`config.mk`:
```
export PLATFORM = sky130hd
export DESIGN_NAME = bspline_basis_evaluation_core
export DESIGN_NICKNAME = d
export VERILOG_FILES = /design/src/bsp_pkg.sv /design/src/bsp_muldiv.sv /design/src/bspline_basis_evaluation_core.sv
export SDC_FILE = /design/constraint.sdc
export NUM_CORES = 2
export LEC_CHECK = 0
export ABC_AREA = 1
export BUFFER_PORTS_ARGS = -buffer_cell sky130_fd_sc_hd__buf_2
export CAP_MARGIN = 20
export CORE_MARGIN = 2
export CORE_UTILIZATION = 58
export CTS_CLUSTER_SIZE = 12
export DETAILED_ROUTE_END_ITERATION = 10
export PLACE_DENSITY_LB_ADDON = 0.2
export SYNTH_ARGS = -nofsm -noshare
export SYNTH_HDL_FRONTEND = slang
export SYNTH_SLANG_ARGS = --single-unit
export TNS_END_PERCENT = 50
```
`constraint.sdc`:
```
create_clock -name clk -period 13.8 [get_ports clk]
set_clock_uncertainty 0.2 [all_clocks]
set_input_delay 0.69 -clock clk [delete_from_list [all_inputs] [get_ports clk]]
set_output_delay 0.69 -clock clk [all_outputs]
set_load 0.1 [all_outputs]
```
`src/bsp_pkg.sv`:
```
// bspline basis evaluation: shared types and constants
// no dependencies; imported by every module of the block
`timescale 1ns / 1ps
`default_nettype none

package bsp_pkg;

    localparam int KNOT_BITS  = 24;
    localparam int FRAC_BITS  = 17;
    localparam int VAL_BITS   = FRAC_BITS + 1;
    localparam int MAX_KNOTS  = 64;
    localparam int IDX_BITS   = 6;
    localparam int MAX_DEGREE = 7;
    localparam int DEG_BITS   = 3;
    localparam int CNT_BITS   = 7;
    localparam int DEN_BITS   = KNOT_BITS + 1;
    localparam int NUM_BITS   = KNOT_BITS + VAL_BITS;
    localparam int STEP_BITS  = 5;

    localparam logic [VAL_BITS-1:0] ONE_Q = VAL_BITS'(1) << FRAC_BITS;

    localparam logic [DEG_BITS-1:0] DEGREE_RESET     = 3'd3;
    localparam logic [CNT_BITS-1:0] KNOT_COUNT_RESET = 7'd8;

    // register index, taken from paddr[2]
    localparam logic REG_DEGREE     = 1'b0;
    localparam logic REG_KNOT_COUNT = 1'b1;

    localparam logic KIND_LOAD = 1'b0;
    localparam logic KIND_EVAL = 1'b1;

    typedef enum logic [4:0] {
        ST_IDLE,
        ST_CHECK,
        ST_RD_FIRST,
        ST_RD_LAST,
        ST_RD_P,
        ST_RD_N,
        ST_BOUND,
        ST_SCAN,
        ST_LD_LEFT,
        ST_LD_RIGHT,
        ST_CAP_RIGHT,
        ST_MUL_R,
        ST_WAIT_R,
        ST_MUL_L,
        ST_WAIT_L,
        ST_EMIT,
        ST_REJECT
    } bsp_state_t;

    typedef struct packed {
        logic start;
    } bsp_div_cmd_t;

    typedef struct packed {
        logic busy;
        logic done;
    } bsp_div_sts_t;

endpackage

`default_nettype wire

```
`src/bsp_muldiv.sv`:
```
// shared multiply then restoring divide unit: quo = (a * b) / den, truncated
// uses bsp_pkg; quotient known to fit VAL_BITS since a <= den
`timescale 1ns / 1ps
`default_nettype none

module bsp_muldiv (
    input  wire logic                          clk,
    input  wire logic                          rst_n,
    input  wire bsp_pkg::bsp_div_cmd_t         cmd,
    input  wire logic [bsp_pkg::KNOT_BITS-1:0] a,
    input  wire logic [bsp_pkg::VAL_BITS-1:0]  b,
    input  wire logic [bsp_pkg::DEN_BITS-1:0]  den,
    output bsp_pkg::bsp_div_sts_t              sts,
    output logic [bsp_pkg::VAL_BITS-1:0]       quo
);
    import bsp_pkg::*;

    logic                 busy_reg, busy_next;
    logic                 first_reg, first_next;
    logic                 done_reg, done_next;
    logic [STEP_BITS-1:0] cnt_reg, cnt_next;
    logic [NUM_BITS-1:0]  num_reg, num_next;
    logic [DEN_BITS-1:0]  den_reg, den_next;
    logic [DEN_BITS-1:0]  rem_reg, rem_next;
    logic [VAL_BITS-1:0]  sh_reg, sh_next;
    logic [VAL_BITS-1:0]  quo_reg, quo_next;
    logic [DEN_BITS:0]    trial;
    logic                 ge;

    assign trial = {rem_reg, sh_reg[VAL_BITS-1]};
    assign ge    = trial >= {1'b0, den_reg};

    always_comb
    begin
        busy_next  = busy_reg;
        first_next = 1'b0;
        done_next  = 1'b0;
        cnt_next   = cnt_reg;
        num_next   = num_reg;
        den_next   = den_reg;
        rem_next   = rem_reg;
        sh_next    = sh_reg;
        quo_next   = quo_reg;
        if (cmd.start)
        begin
            busy_next  = 1'b1;
            first_next = 1'b1;
            num_next   = NUM_BITS'(a) * NUM_BITS'(b);
            den_next   = den;
        end
        else if (first_reg)
        begin
            rem_next = DEN_BITS'(num_reg[NUM_BITS-1:VAL_BITS]);
            sh_next  = num_reg[VAL_BITS-1:0];
            cnt_next = STEP_BITS'(VAL_BITS);
        end
        else if (busy_reg)
        begin
            rem_next = ge ? DEN_BITS'(trial - {1'b0, den_reg}) : DEN_BITS'(trial);
            sh_next  = {sh_reg[VAL_BITS-2:0], 1'b0};
            quo_next = {quo_reg[VAL_BITS-2:0], ge};
            cnt_next = cnt_reg - 1'b1;
            if (cnt_reg == STEP_BITS'(1))
            begin
                busy_next = 1'b0;
                done_next = 1'b1;
            end
        end
    end

    always_ff @(posedge clk or negedge rst_n)
    begin
        if (!rst_n)
        begin
            busy_reg  <= 1'b0;
            first_reg <= 1'b0;
            done_reg  <= 1'b0;
        end
        else
        begin
            busy_reg  <= busy_next;
            first_reg <= first_next;
            done_reg  <= done_next;
        end
    end

    always_ff @(posedge clk)
    begin
        cnt_reg <= cnt_next;
        num_reg <= num_next;
        den_reg <= den_next;
        rem_reg <= rem_next;
        sh_reg  <= sh_next;
        quo_reg <= quo_next;
    end

    assign sts.busy = busy_reg | first_reg;
    assign sts.done = done_reg;
    assign quo      = quo_reg;

endmodule

`default_nettype wire

```
`src/bspline_basis_evaluation_core.sv`:
```
// bspline basis evaluation top level: knot memory, sequencer, output register
// uses bsp_pkg and bsp_muldiv
`timescale 1ns / 1ps
`default_nettype none

// B-spline span search and Cox-de Boor basis evaluator. A load word (kind 0)
// writes one 24-bit knot into a 64-entry table with one write port and one
// registered read port, and leaves the sequencer idle. An evaluate word (kind
// 1) runs under a small sequencer: four table reads check the domain, a
// linear pass over the table finds the span (skipped when the parameter
// equals knot n), then the triangular recurrence runs p(p+1)/2 steps, each of
// two products divided on one shared multiply and restoring-divide unit, and
// each row first reads its left and right knots from the table. The p+1
// results leave one per cycle through an output register while the receiver
// does not stall. in_stall is high from acceptance of an evaluate word until
// its last result is loaded. A zero denominator skips the divider and yields
// zero terms. Knots must be written before they are read; there is no
// clearing pass after reset.

module bspline_basis_evaluation_core (
    input  wire logic                          clk,
    input  wire logic                          rst_n,
    // apb-style configuration port
    input  wire logic                          psel,
    input  wire logic                          penable,
    input  wire logic                          pwrite,
    input  wire logic [2:0]                    paddr,
    input  wire logic [31:0]                   pwdata,
    output logic [31:0]                        prdata,
    output logic                               pready,
    // input words
    input  wire logic                          in_valid,
    output logic                               in_stall,
    input  wire logic                          kind,
    input  wire logic [bsp_pkg::IDX_BITS-1:0]  knot_index,
    input  wire logic [bsp_pkg::KNOT_BITS-1:0] knot_value,
    input  wire logic [bsp_pkg::KNOT_BITS-1:0] parameter_req,
    // result words
    output logic                               out_valid,
    input  wire logic                          out_stall,
    output logic [bsp_pkg::IDX_BITS-1:0]       span,
    output logic [bsp_pkg::DEG_BITS-1:0]       basis_index,
    output logic [bsp_pkg::VAL_BITS-1:0]       basis_value,
    output logic                               last,
    output logic                               domain_error
);
    import bsp_pkg::*;

    bsp_state_t state_reg, state_next;

    // configuration
    logic [DEG_BITS-1:0] degree_reg;
    logic [CNT_BITS-1:0] knot_count_reg;
    logic                cfg_wr;

    // knot memory
    logic [KNOT_BITS-1:0] knot_mem [MAX_KNOTS];
    logic [IDX_BITS-1:0]  rd_addr;
    logic [KNOT_BITS-1:0] rd_data_reg;

    // evaluation context
    logic [KNOT_BITS-1:0] u_reg, u_next;
    logic [DEG_BITS-1:0]  p_reg, p_next;
    logic [CNT_BITS-1:0]  m_reg, m_next;
    logic [IDX_BITS-1:0]  n_reg, n_next;
    logic [IDX_BITS-1:0]  s_reg, s_next;
    logic [IDX_BITS-1:0]  scan_reg, scan_next;
    logic [IDX_BITS-1:0]  pend_idx_reg, pend_idx_next;
    logic                 pend_reg, pend_next;
    logic                 bad_reg, bad_next;
    logic [DEG_BITS-1:0]  j_reg, j_next;
    logic [DEG_BITS-1:0]  r_reg, r_next;
    logic [DEG_BITS-1:0]  k_reg, k_next;
    logic [VAL_BITS-1:0]  saved_reg, saved_next;
    logic [VAL_BITS-1:0]  qr_reg, qr_next;

    // recurrence work registers
    logic [KNOT_BITS-1:0] left_reg  [1:MAX_DEGREE];
    logic [KNOT_BITS-1:0] right_reg [1:MAX_DEGREE];
    logic [VAL_BITS-1:0]  basis_reg [0:MAX_DEGREE];

    logic                 left_we, right_we, basis_r_we, basis_j_we, basis_0_we;
    logic [KNOT_BITS-1:0] diff_val;
    logic [VAL_BITS-1:0]  basis_r_val, basis_j_val;

    // shared divider
    bsp_div_cmd_t         div_cmd;
    bsp_div_sts_t         div_sts;
    logic [KNOT_BITS-1:0] div_a;
    logic [VAL_BITS-1:0]  div_quo;
    logic [KNOT_BITS-1:0] rt, lt;
    logic [DEN_BITS-1:0]  den;

    // step control
    logic                 upd;
    logic [VAL_BITS-1:0]  upd_qr, upd_ql;
    logic                 last_r, last_j;

    // output register
    logic                 out_valid_reg;
    logic                 out_load, out_rej;
    logic [IDX_BITS-1:0]  span_reg;
    logic [DEG_BITS-1:0]  bidx_reg;
    logic [VAL_BITS-1:0]  bval_reg;
    logic                 last_reg, err_reg;

    logic                 in_acc, eval_acc, load_acc, out_acc;
    logic [CNT_BITS-1:0]  m_sat;
    logic [DEG_BITS-1:0]  p_sat;

    // ------------------------------------------------------------------
    // configuration port
    assign pready = 1'b1;
    assign cfg_wr = psel & penable & pwrite;

    always_ff @(posedge clk or negedge rst_n)
    begin
        if (!rst_n)
        begin
            degree_reg     <= DEGREE_RESET;
            knot_count_reg <= KNOT_COUNT_RESET;
        end
        else if (cfg_wr)
        begin
            if (paddr[2] == REG_DEGREE)
                degree_reg <= pwdata[DEG_BITS-1:0];
            else
                knot_count_reg <= pwdata[CNT_BITS-1:0];
        end
    end

    always_comb
    begin
        if (paddr[2] == REG_KNOT_COUNT)
            prdata = 32'(knot_count_reg);
        else
            prdata = 32'(degree_reg);
    end

    // ------------------------------------------------------------------
    // handshakes
    assign in_stall = (state_reg != ST_IDLE);
    assign in_acc   = in_valid & ~in_stall;
    assign eval_acc = in_acc & (kind == KIND_EVAL);
    assign load_acc = in_acc & (kind == KIND_LOAD);
    assign out_acc  = out_valid_reg & ~out_stall;
    // output register free when empty or being drained this cycle
    assign out_load = ((state_reg == ST_EMIT) | (state_reg == ST_REJECT))
                    & (~out_valid_reg | out_acc);
    assign out_rej  = (state_reg == ST_REJECT);

    assign m_sat = (knot_count_reg > CNT_BITS'(MAX_KNOTS)) ? CNT_BITS'(MAX_KNOTS)
                                                           : knot_count_reg;
    assign p_sat = (degree_reg > DEG_BITS'(MAX_DEGREE)) ? DEG_BITS'(MAX_DEGREE)
                                                        : degree_reg;

    // ------------------------------------------------------------------
    // knot memory, one write and one registered read a cycle
    always_ff @(posedge clk)
    begin
        if (load_acc)
            knot_mem[knot_index] <= knot_value;
        rd_data_reg <= knot_mem[rd_addr];
    end

    // ------------------------------------------------------------------
    // recurrence operands
    assign rt     = right_reg[r_reg + 1'b1];
    assign lt     = left_reg[j_reg - r_reg];
    assign den    = DEN_BITS'(rt) + DEN_BITS'(lt);
    assign last_r = (r_reg == j_reg - 1'b1);
    assign last_j = (j_reg == p_reg);

    // step update: den zero skips the divider, else the second quotient lands
    always_comb
    begin
        upd    = 1'b0;
        upd_qr = qr_reg;
        upd_ql = div_quo;
        if (state_reg == ST_MUL_R && den == '0)
        begin
            upd    = 1'b1;
            upd_qr = '0;
            upd_ql = '0;
        end
        else if (state_reg == ST_WAIT_L && div_sts.done)
        begin
            upd = 1'b1;
        end
    end

    // ------------------------------------------------------------------
    // next state
    always_comb
    begin
        state_next = state_reg;
        case (state_reg)
            ST_IDLE:
                if (eval_acc)
                    state_next = ST_CHECK;
            ST_CHECK:
                if (m_reg < CNT_BITS'(p_reg) + CNT_BITS'(2))
                    state_next = ST_REJECT;
                else
                    state_next = ST_RD_FIRST;
            ST_RD_FIRST:  state_next = ST_RD_LAST;
            ST_RD_LAST:   state_next = ST_RD_P;
            ST_RD_P:      state_next = ST_RD_N;
            ST_RD_N:      state_next = ST_BOUND;
            ST_BOUND:
                if (bad_reg || u_reg > rd_data_reg)
                    state_next = ST_REJECT;
                else if (u_reg == rd_data_reg)
                    state_next = (p_reg == '0) ? ST_EMIT : ST_LD_LEFT;
                else
                    state_next = ST_SCAN;
            ST_SCAN:
                if (scan_reg >= n_reg && !pend_reg)
                    state_next = (p_reg == '0) ? ST_EMIT : ST_LD_LEFT;
            ST_LD_LEFT:   state_next = ST_LD_RIGHT;
            ST_LD_RIGHT:  state_next = ST_CAP_RIGHT;
            ST_CAP_RIGHT: state_next = ST_MUL_R;
            ST_MUL_R:
                if (den != '0)
                    state_next = ST_WAIT_R;
                else if (!last_r)
                    state_next = ST_MUL_R;
                else if (last_j)
                    state_next = ST_EMIT;
                else
                    state_next = ST_LD_LEFT;
            ST_WAIT_R:
                if (div_sts.done)
                    state_next = ST_MUL_L;
            ST_MUL_L:     state_next = ST_WAIT_L;
            ST_WAIT_L:
                if (div_sts.done)
                begin
                    if (!last_r)
                        state_next = ST_MUL_R;
                    else if (last_j)
                        state_next = ST_EMIT;
                    else
                        state_next = ST_LD_LEFT;
                end
            ST_EMIT:
                if (out_load && k_reg == p_reg)
                    state_next = ST_IDLE;
            ST_REJECT:
                if (out_load)
                    state_next = ST_IDLE;
            default:      state_next = ST_IDLE;
        endcase
    end

    // ------------------------------------------------------------------
    // datapath control and next values
    always_comb
    begin
        u_next        = u_reg;
        p_next        = p_reg;
        m_next        = m_reg;
        n_next        = n_reg;
        s_next        = s_reg;
        scan_next     = scan_reg;
        pend_next     = 1'b0;
        pend_idx_next = pend_idx_reg;
        bad_next      = bad_reg;
        j_next        = j_reg;
        r_next        = r_reg;
        k_next        = k_reg;
        saved_next    = saved_reg;
        qr_next       = qr_reg;
        rd_addr       = '0;
        left_we       = 1'b0;
        right_we      = 1'b0;
        diff_val      = '0;
        basis_0_we    = 1'b0;
        basis_r_we    = 1'b0;
        basis_j_we    = 1'b0;
        basis_r_val   = '0;
        basis_j_val   = '0;
        div_cmd.start = 1'b0;
        div_a         = rt;

        case (state_reg)
            ST_IDLE:
                if (eval_acc)
                begin
                    u_next   = parameter_req;
                    p_next   = p_sat;
                    m_next   = m_sat;
                    bad_next = 1'b0;
                end
            ST_CHECK:
                n_next = IDX_BITS'(m_reg - CNT_BITS'(p_reg) - 1'b1);
            ST_RD_FIRST:
                rd_addr = '0;
            // each read lands in the following state: first knot, last knot, knot p
            ST_RD_LAST:
            begin
                rd_addr  = IDX_BITS'(m_reg - 1'b1);
                bad_next = bad_reg | (u_reg < rd_data_reg);
            end
            ST_RD_P:
            begin
                rd_addr  = IDX_BITS'(p_reg);
                bad_next = bad_reg | (u_reg > rd_data_reg);
            end
            ST_RD_N:
            begin
                rd_addr  = n_reg;
                bad_next = bad_reg | (u_reg < rd_data_reg);
            end
            ST_BOUND:
            begin
                basis_0_we = 1'b1;
                j_next     = DEG_BITS'(1);
                if (u_reg == rd_data_reg)
                    s_next = n_reg - 1'b1;
                else
                    s_next = IDX_BITS'(p_reg);
                scan_next = IDX_BITS'(p_reg) + 1'b1;
                k_next    = '0;
            end
            ST_SCAN:
            begin
                // issue one read a cycle, compare the word that came back
                if (scan_reg < n_reg)
                begin
                    rd_addr       = scan_reg;
                    pend_next     = 1'b1;
                    pend_idx_next = scan_reg;
                    scan_next     = scan_reg + 1'b1;
                end
                if (pend_reg && rd_data_reg <= u_reg)
                    s_next = pend_idx_reg;
            end
            ST_LD_LEFT:
                rd_addr = s_reg + 1'b1 - IDX_BITS'(j_reg);
            ST_LD_RIGHT:
            begin
                rd_addr  = s_reg + IDX_BITS'(j_reg);
                left_we  = 1'b1;
                diff_val = (u_reg > rd_data_reg) ? u_reg - rd_data_reg : '0;
            end
            ST_CAP_RIGHT:
            begin
                right_we   = 1'b1;
                diff_val   = (rd_data_reg > u_reg) ? rd_data_reg - u_reg : '0;
                r_next     = '0;
                saved_next = '0;
            end
            ST_MUL_R:
                if (den != '0)
                begin
                    div_cmd.start = 1'b1;
                    div_a         = rt;
                end
            ST_WAIT_R:
                if (div_sts.done)
                    qr_next = div_quo;
            ST_MUL_L:
            begin
                div_cmd.start = 1'b1;
                div_a         = lt;
            end
            ST_EMIT:
                if (out_load)
                    k_next = k_reg + 1'b1;
            default:
                ;
        endcase

        if (upd)
        begin
            basis_r_we  = 1'b1;
            basis_r_val = saved_reg + upd_qr;
            saved_next  = upd_ql;
            if (last_r)
            begin
                basis_j_we  = 1'b1;
                basis_j_val = upd_ql;
                if (last_j)
                    k_next = '0;
                else
                    j_next = j_reg + 1'b1;
            end
            else
            begin
                r_next = r_reg + 1'b1;
            end
        end
    end

    bsp_muldiv u_muldiv (
        .clk   (clk),
        .rst_n (rst_n),
        .cmd   (div_cmd),
        .a     (div_a),
        .b     (basis_reg[r_reg]),
        .den   (den),
        .sts   (div_sts),
        .quo   (div_quo)
    );

    // ------------------------------------------------------------------
    // registers
    always_ff @(posedge clk or negedge rst_n)
    begin
        if (!rst_n)
        begin
            state_reg     <= ST_IDLE;
            pend_reg      <= 1'b0;
            out_valid_reg <= 1'b0;
        end
        else
        begin
            state_reg <= state_next;
            pend_reg  <= pend_next;
            if (out_load)
                out_valid_reg <= 1'b1;
            else if (out_acc)
                out_valid_reg <= 1'b0;
        end
    end

    always_ff @(posedge clk)
    begin
        u_reg        <= u_next;
        p_reg        <= p_next;
        m_reg        <= m_next;
        n_reg        <= n_next;
        s_reg        <= s_next;
        scan_reg     <= scan_next;
        pend_idx_reg <= pend_idx_next;
        bad_reg      <= bad_next;
        j_reg        <= j_next;
        r_reg        <= r_next;
        k_reg        <= k_next;
        saved_reg    <= saved_next;
        qr_reg       <= qr_next;
        if (left_we)
            left_reg[j_reg] <= diff_val;
        if (right_we)
            right_reg[j_reg] <= diff_val;
        if (basis_0_we)
            basis_reg[0] <= ONE_Q;
        if (basis_r_we)
            basis_reg[r_reg] <= basis_r_val;
        if (basis_j_we)
            basis_reg[j_reg] <= basis_j_val;
        if (out_load)
        begin
            span_reg <= out_rej ? '0 : s_reg;
            bidx_reg <= out_rej ? '0 : k_reg;
            bval_reg <= out_rej ? '0 : basis_reg[k_reg];
            last_reg <= out_rej | (k_reg == p_reg);
            err_reg  <= out_rej;
        end
    end

    assign out_valid    = out_valid_reg;
    assign span         = span_reg;
    assign basis_index  = bidx_reg;
    assign basis_value  = bval_reg;
    assign last         = last_reg;
    assign domain_error = err_reg;

endmodule

`default_nettype wire

```
Word-level counts from Yosys, hierarchy flattened:

Memories as Yosys holds them, arrays and structs flattened. A register that Yosys moved wholly into a read port is not among the register bits.
Index checks and enable logic that the tools add are counted.

* $lt $le $gt $ge: 10
* reduce and logical (&&, ||, !) cells: 30
* $add $sub $neg: 21
* equal/unequal tests: 30
* multiplexer cells: 91
* $mul: 1
* bitwise logic cells: 19

Operator list (number)
* 2-to-1 mux 18 bit: 10
* 2-to-1 mux 24 bit: 4
* one-hot mux 5 bit (17 select lines): 1
* 2-to-1 mux 25 bit: 2
* > comparator 24 bit: 2
* 2-to-1 mux 3 bit: 16
* one-hot mux 24 bit (2 select lines): 1
* subtractor 24 bit: 2
* 2-to-1 mux 5 bit: 9
* multiplier 24 x 18 -> 42 bit: 1
* equality test 5 x 4 -> 1 bit (second input constant): 8
* 2-to-1 mux 1 bit: 36
* one-hot mux 6 bit (6 select lines): 1
* greater-or-equal comparator 26 x 25 -> 1 bit: 1
* adder 24 x 24 -> 25 bit: 1
* logical NOT 25 bit: 1
* nonzero test 25 bit: 1
* subtractor 25 bit: 1
* equality test 24 bit: 1
* <= comparator 24 bit: 1
* < comparator 24 bit: 1
* 2-to-1 mux 6 bit: 4
* one-hot mux 6 bit (2 select lines): 2
* equality test 5 x 3 -> 1 bit (second input constant): 4
* 43 further kinds: 91

* RAM bits: 2016
* output and inout bits: 64
* memories kept: 4
* word-level logic and storage cells: 238
* bits of input ports: 97
* register bits: 268

Memory list
* knot_mem: words 64, bits a word 24, read ports 1, clocked after memory_dff 1, write ports 1, line bspline_basis_evaluation_core.sv:57 `logic [KNOT_BITS-1:0] knot_mem [MAX_KNOTS];`
* left_reg: words 7, bits a word 24, read ports 1, clocked after memory_dff 0, write ports 1, line bspline_basis_evaluation_core.sv:78 `logic [KNOT_BITS-1:0] left_reg [1:MAX_DEGREE];`
* right_reg: words 7, bits a word 24, read ports 1, clocked after memory_dff 0, write ports 1, line bspline_basis_evaluation_core.sv:79 `logic [KNOT_BITS-1:0] right_reg [1:MAX_DEGREE];`
* basis_reg: words 8, bits a word 18, read ports 2, clocked after memory_dff 2, write ports 2, line bspline_basis_evaluation_core.sv:80 `logic [VAL_BITS-1:0] basis_reg [0:MAX_DEGREE];`

Longest topological paths before layout:

An unclocked memory read counts as a cell.

* word-level depth: 11
* depth in mapped cells: 46
* gate-level depth less buffers: 41

Cells and area by module:

Synthesis repeated with hierarchy kept, for this count alone.

* cells, all modules: 11725
* area, all modules: 119191.8 sq um

Modules (own cells, without submodules)
* bspline_basis_evaluation_core: instances 1, cells each 8937, area an instance 97459.7 sq um
* bsp_muldiv: instances 1, cells each 2788, area an instance 21732.1 sq um

Least setup slack after synthesis:

OpenSTA, ideal clock, no wires.

* kind: reg-to-reg
* from: register r_reg[1]
* to: register u_muldiv.cnt_reg[0] (enable)
* path slack: 3.938 ns
* clock period less this slack: 9.862 ns
* arrival: 9.142 ns
* stages on the path, launching flop included: 26
* path buffers: 6
* setup time: 0.520 ns
* cell sequence: dfxtp_1 -> clkbuf_1 -> clkbuf_1 -> clkbuf_1 -> inv_1 -> fa_1 -> clkbuf_1 -> clkbuf_1 -> clkbuf_1 -> nand3_1 -> o211ai_1 -> nand2_1 -> ha_1 -> fa_1 -> or2_2 -> nor2_1 -> nand3_1 -> nor2_1 -> nand2_1 -> nor2_1 -> nand3_1 -> nor2_2 -> a21oi_1 -> nor2_1 -> inv_1 -> o21ai_0

* longest elaborated chain between the ends: 8
* elaborated cells on any way between the ends: 10
* those cells by class: add/sub (3); mux (2); bitwise (1); reduce/logical (2); memory (2)

RTL lines
* start, declared: line bspline_basis_evaluation_core.sv:72 `logic [DEG_BITS-1:0] r_reg, r_next;`
* start signal, assigned: line bspline_basis_evaluation_core.sv:439 `r_reg <= r_next;`
* adder 3 x 1 -> 3 bit / subtractor 3 bit (equally long branches): line bspline_basis_evaluation_core.sv:168, bspline_basis_evaluation_core.sv:169
* memory read (7 x 24 bit), on equally long branches
* adder 24 x 24 -> 25 bit (*): line bspline_basis_evaluation_core.sv:170 `assign den = DEN_BITS'(rt) + DEN_BITS'(lt);`
* named net den[1]: line bspline_basis_evaluation_core.sv:92 `logic [DEN_BITS-1:0] den;`
* nonzero test 25 bit (*): line bspline_basis_evaluation_core.sv:355 `if (den != '0)`
* 2-to-1 mux 1 bit (*): line bspline_basis_evaluation_core.sv:355
* one-hot mux 1 bit (2 select lines) (*): line bspline_basis_evaluation_core.sv:286 `case (state_reg)`
* named net div_cmd: line bspline_basis_evaluation_core.sv:87 `bsp_div_cmd_t div_cmd;`
* NOT 1 bit (no line) (*)
* AND reduction 2 bit (no line) (*)
* end signal, assigned: line bsp_muldiv.sv:89 `cnt_reg <= cnt_next;`
* end, declared: line bsp_muldiv.sv:21 `logic [STEP_BITS-1:0] cnt_reg, cnt_next;`

Mark *: on every way through the listed nets, which the timed path passes. The rest lies on a longest branch.
A chain may end at the register's enable or synchronous reset.

Worst setup path in the final report:

* from: register j_reg[0]
* to: register u_muldiv.num_reg[32] (data pin)

* longest elaborated chain between the ends: 4

RTL lines
* start, declared: line bspline_basis_evaluation_core.sv:71 `logic [DEG_BITS-1:0] j_reg, j_next;`
* start signal, assigned: line bspline_basis_evaluation_core.sv:438 `j_reg <= j_next;`
* subtractor 3 bit: line bspline_basis_evaluation_core.sv:169 `assign lt = left_reg[j_reg - r_reg];`
* memory read (7 x 24 bit)
* 2-to-1 mux 24 bit
* multiplier 24 x 18 -> 42 bit: line bsp_muldiv.sv:48 `num_next = NUM_BITS'(a) * NUM_BITS'(b);`
* end signal, assigned: line bsp_muldiv.sv:90 `num_reg <= num_next;`
* end, declared: line bsp_muldiv.sv:22 `logic [NUM_BITS-1:0] num_reg, num_next;`

Every way passes these cells.

==> impl_metrics.ini <==
[power_and_ir_drop]
power.leakage_uw = 0.0485
power_uw = 22300
vdd_drop_max_v = 0.000154
p_per_area_nw_per_um2 = 175

[synth]
synthAdderAreaFrac_pct = 9.08
synth.distinct_cells = 69
synth_compound_area_share_pct = 9.59
ys_async_sr_fraction_pct = 0.860
synthXorXnorAreaFrac_pct = 1.00
seq_area_frac_synth_pct = 59.6
synth_top_family_by_area = simple AND/OR/NAND/NOR gates
synthMuxAreaShare_pct = 0.00967
yosys_most_used_dff = edfxtp_1
syn_inst = 10760
yosys.area_share.simple_pct = 15.2
synth_edf_count = 2273
syn_avg_cell_area_um2 = 10.8
syn_area_um2 = 116000
synth-seq-cells = 2326
ys_warn_count = 0

[global_routing]
grt_pass1_wl_um = 482000
grt.overflow.total = 0
grt_max_degree = 206
grt_usage_pct = 31.3
grt_pass1_vias = 79888
grt_antenna_before_repair = 9

[clock_tree]
tritoncts = done
htreeDepth = 4
postCtsSetupRepairBufs = 0
root_buffer = clkbuf_16
clk_latency_ps = 900
cts.sinks = 2326
cts_buffers = 233
cts_buffer_depth = 3
clk_pin_slew_worst_paths_ps = 70

[worst_hold_path]
min_path_type = in -> reg

[sta]
timing.hold.ws_ps = 76.0
setup_viol = 0
rsz0062_at_grt = false
drv_slew = 0
fmax_mhz = 91.3
final.setup.tns_ps = 0
finalCritPeriodShare_pct = 79.4
hold_viol = 0
worstMarginPinSlew_ps = 1200
slew_headroom_pct = 19.5
finalCriticalPeriod_ps = 10960
fin_ws_ps = 2840

[die]
start_util_pct = 58.3
die_y_um = 452
io_pins = 161
die-area_um2 = 204000
die-width_um = 452
core-area_um2 = 200000
row_count = 164

[final_layout]
drive_above_1_share_pct = 9.95
finalInstanceArea_um2 = 127000
final_nets = 11488
area_growth_pct = 9.33
largest_reg_flops = 1536
fill_cells = 15393
final_common_cell = edfxtp_1
final_cell_mix = edfxtp_1, nand2_1, nor2_1, inv_1, o21ai_0

[routing]
via_per_inst = 5.99
vias = 81367
drt_iter0_markers = 9020
drc = 0
dr.pass1.iters = 6
ant_nets = 0
wl_per_cell_um = 23.6
wl_um = 321000

[placed_design]
dpl_cell_area_um2 = 120000
pre_cts_ws_ps = 3040
io_buffers = 107
gp_congestion = 0.936
hpwl_um = 199000

[critical_path]
worstSetupEndpointType = register
slowest_delay_ps = 780
cp.required_ps = 14150
worstSetupPathType = reg -> reg
slowest_stage = inv_2
crit_arrival_ps = 11310
start_kind = register
cp_max_fo = 54

[flow_run]
drv_cap = 0

[status]
status = finished clean
cells in the mapped netlist, types with 267 or more instances:
cell type | count | share of area [%]
fa_1 | 361 | 6.2
nor2_1 | 1364 | 4.4
o211ai_1 | 423 | 2.7
ha_1 | 267 | 2.9
nand3_1 | 857 | 3.7
or2_2 | 340 | 1.8
nand2_1 | 1445 | 4.7
edfxtp_1 | 2273 | 59
inv_1 | 1016 | 3.3
o21ai_0 | 985 | 4.2
a21oi_1 | 305 | 1.3
clkbuf_1 | 393 | 1.3
per-layer routing:
layer | wire, µm | GRT usage [%]
met5 | 72 | 0
met4 | 18500 | 16.0
met3 | 26500 | 4.98
met2 | 154000 | 51.5
met1 | 122000 | 40.2
report_power, final:
part	switching [µW]	leakage [µW]	internal, µW
Sequential	135	0.0213	8160
Clock	2650	0.00334	3220
Combinational	5530	0.0238	2570
Total	8310	0.0485	13900
per-stage QoR:
| step | instances | util, % |
|---|---|---|
| 6_report | 13577 | 63.8 |
| 3_5_place_dp | 13140 | 60.1 |
| 3_3_place_gp | 13137 | 60.0 |
| 2_1_floorplan | 10784 | - |
| 4_1_cts | 13561 | 63.7 |
| 5_1_grt | 13573 | 63.8 |
worst max-delay path: cells and delay by family, from the launching register on:
family	cells	cell delay [ps]
buffers and inverters	11	2680
and+or+nand+nor	9	750
DFF	1	630
AOI/OAI and AO/OA	8	1930
xor gates and xnor gates	1	140
adders and majority gates	9	4180
final timing paths:
path | from | to | slack [ps] | cells past startpoint
worst min-delay path | penable | degree_reg[1]$_DFFE_PN1P_ | 80 | 4
min in group asynchronous | rst_n | u_muldiv.busy_reg$_DFFE_PN0P_ | 220 | 2
worst max register to register | j_reg[0]$_DFF_P_ | u_muldiv.num_reg[32]$_DFFE_PP_ | 2840 | 38
worst min register to register | u_muldiv.quo[17]$_DFFE_PP_ | qr_reg[17]$_DFFE_PP_ | 270 | 0
max in group asynchronous | rst_n | u_muldiv.first_reg$_DFF_PN0_ | 12570 | 2
worst max-delay path | j_reg[0]$_DFF_P_ | u_muldiv.num_reg[32]$_DFFE_PP_ | 2840 | 38
cell families after synthesis:
kind of cell	Yosys count
buf+inv	1636
compound gates	1922
xor+xnor	133
fa+ha+maj	628
other cells	2
flops	2326
simple gates	4112
mux	1
timing repair:
| action | in CTS | in global routing |
|---|---|---|
| resized for setup | 0 | 0 |
| endpoints found under the hold margin | 53 | 9 |
| hold buffers | 34 | 1 |
final cells by class:
type,count,area (µm²),share of cell area [%]
repair buffers,335,2500,1.96
diodes,6,15.0,0.0118
multi-input cells,6822,41200,32.3
clock inverters,76,716,0.562
inverters,1045,3940,3.09
clock buffers,311,6220,4.89
well taps,2656,3320,2.61
flip-flops and latches,2326,69400,54.5
(Power assumes the default switching activity.)
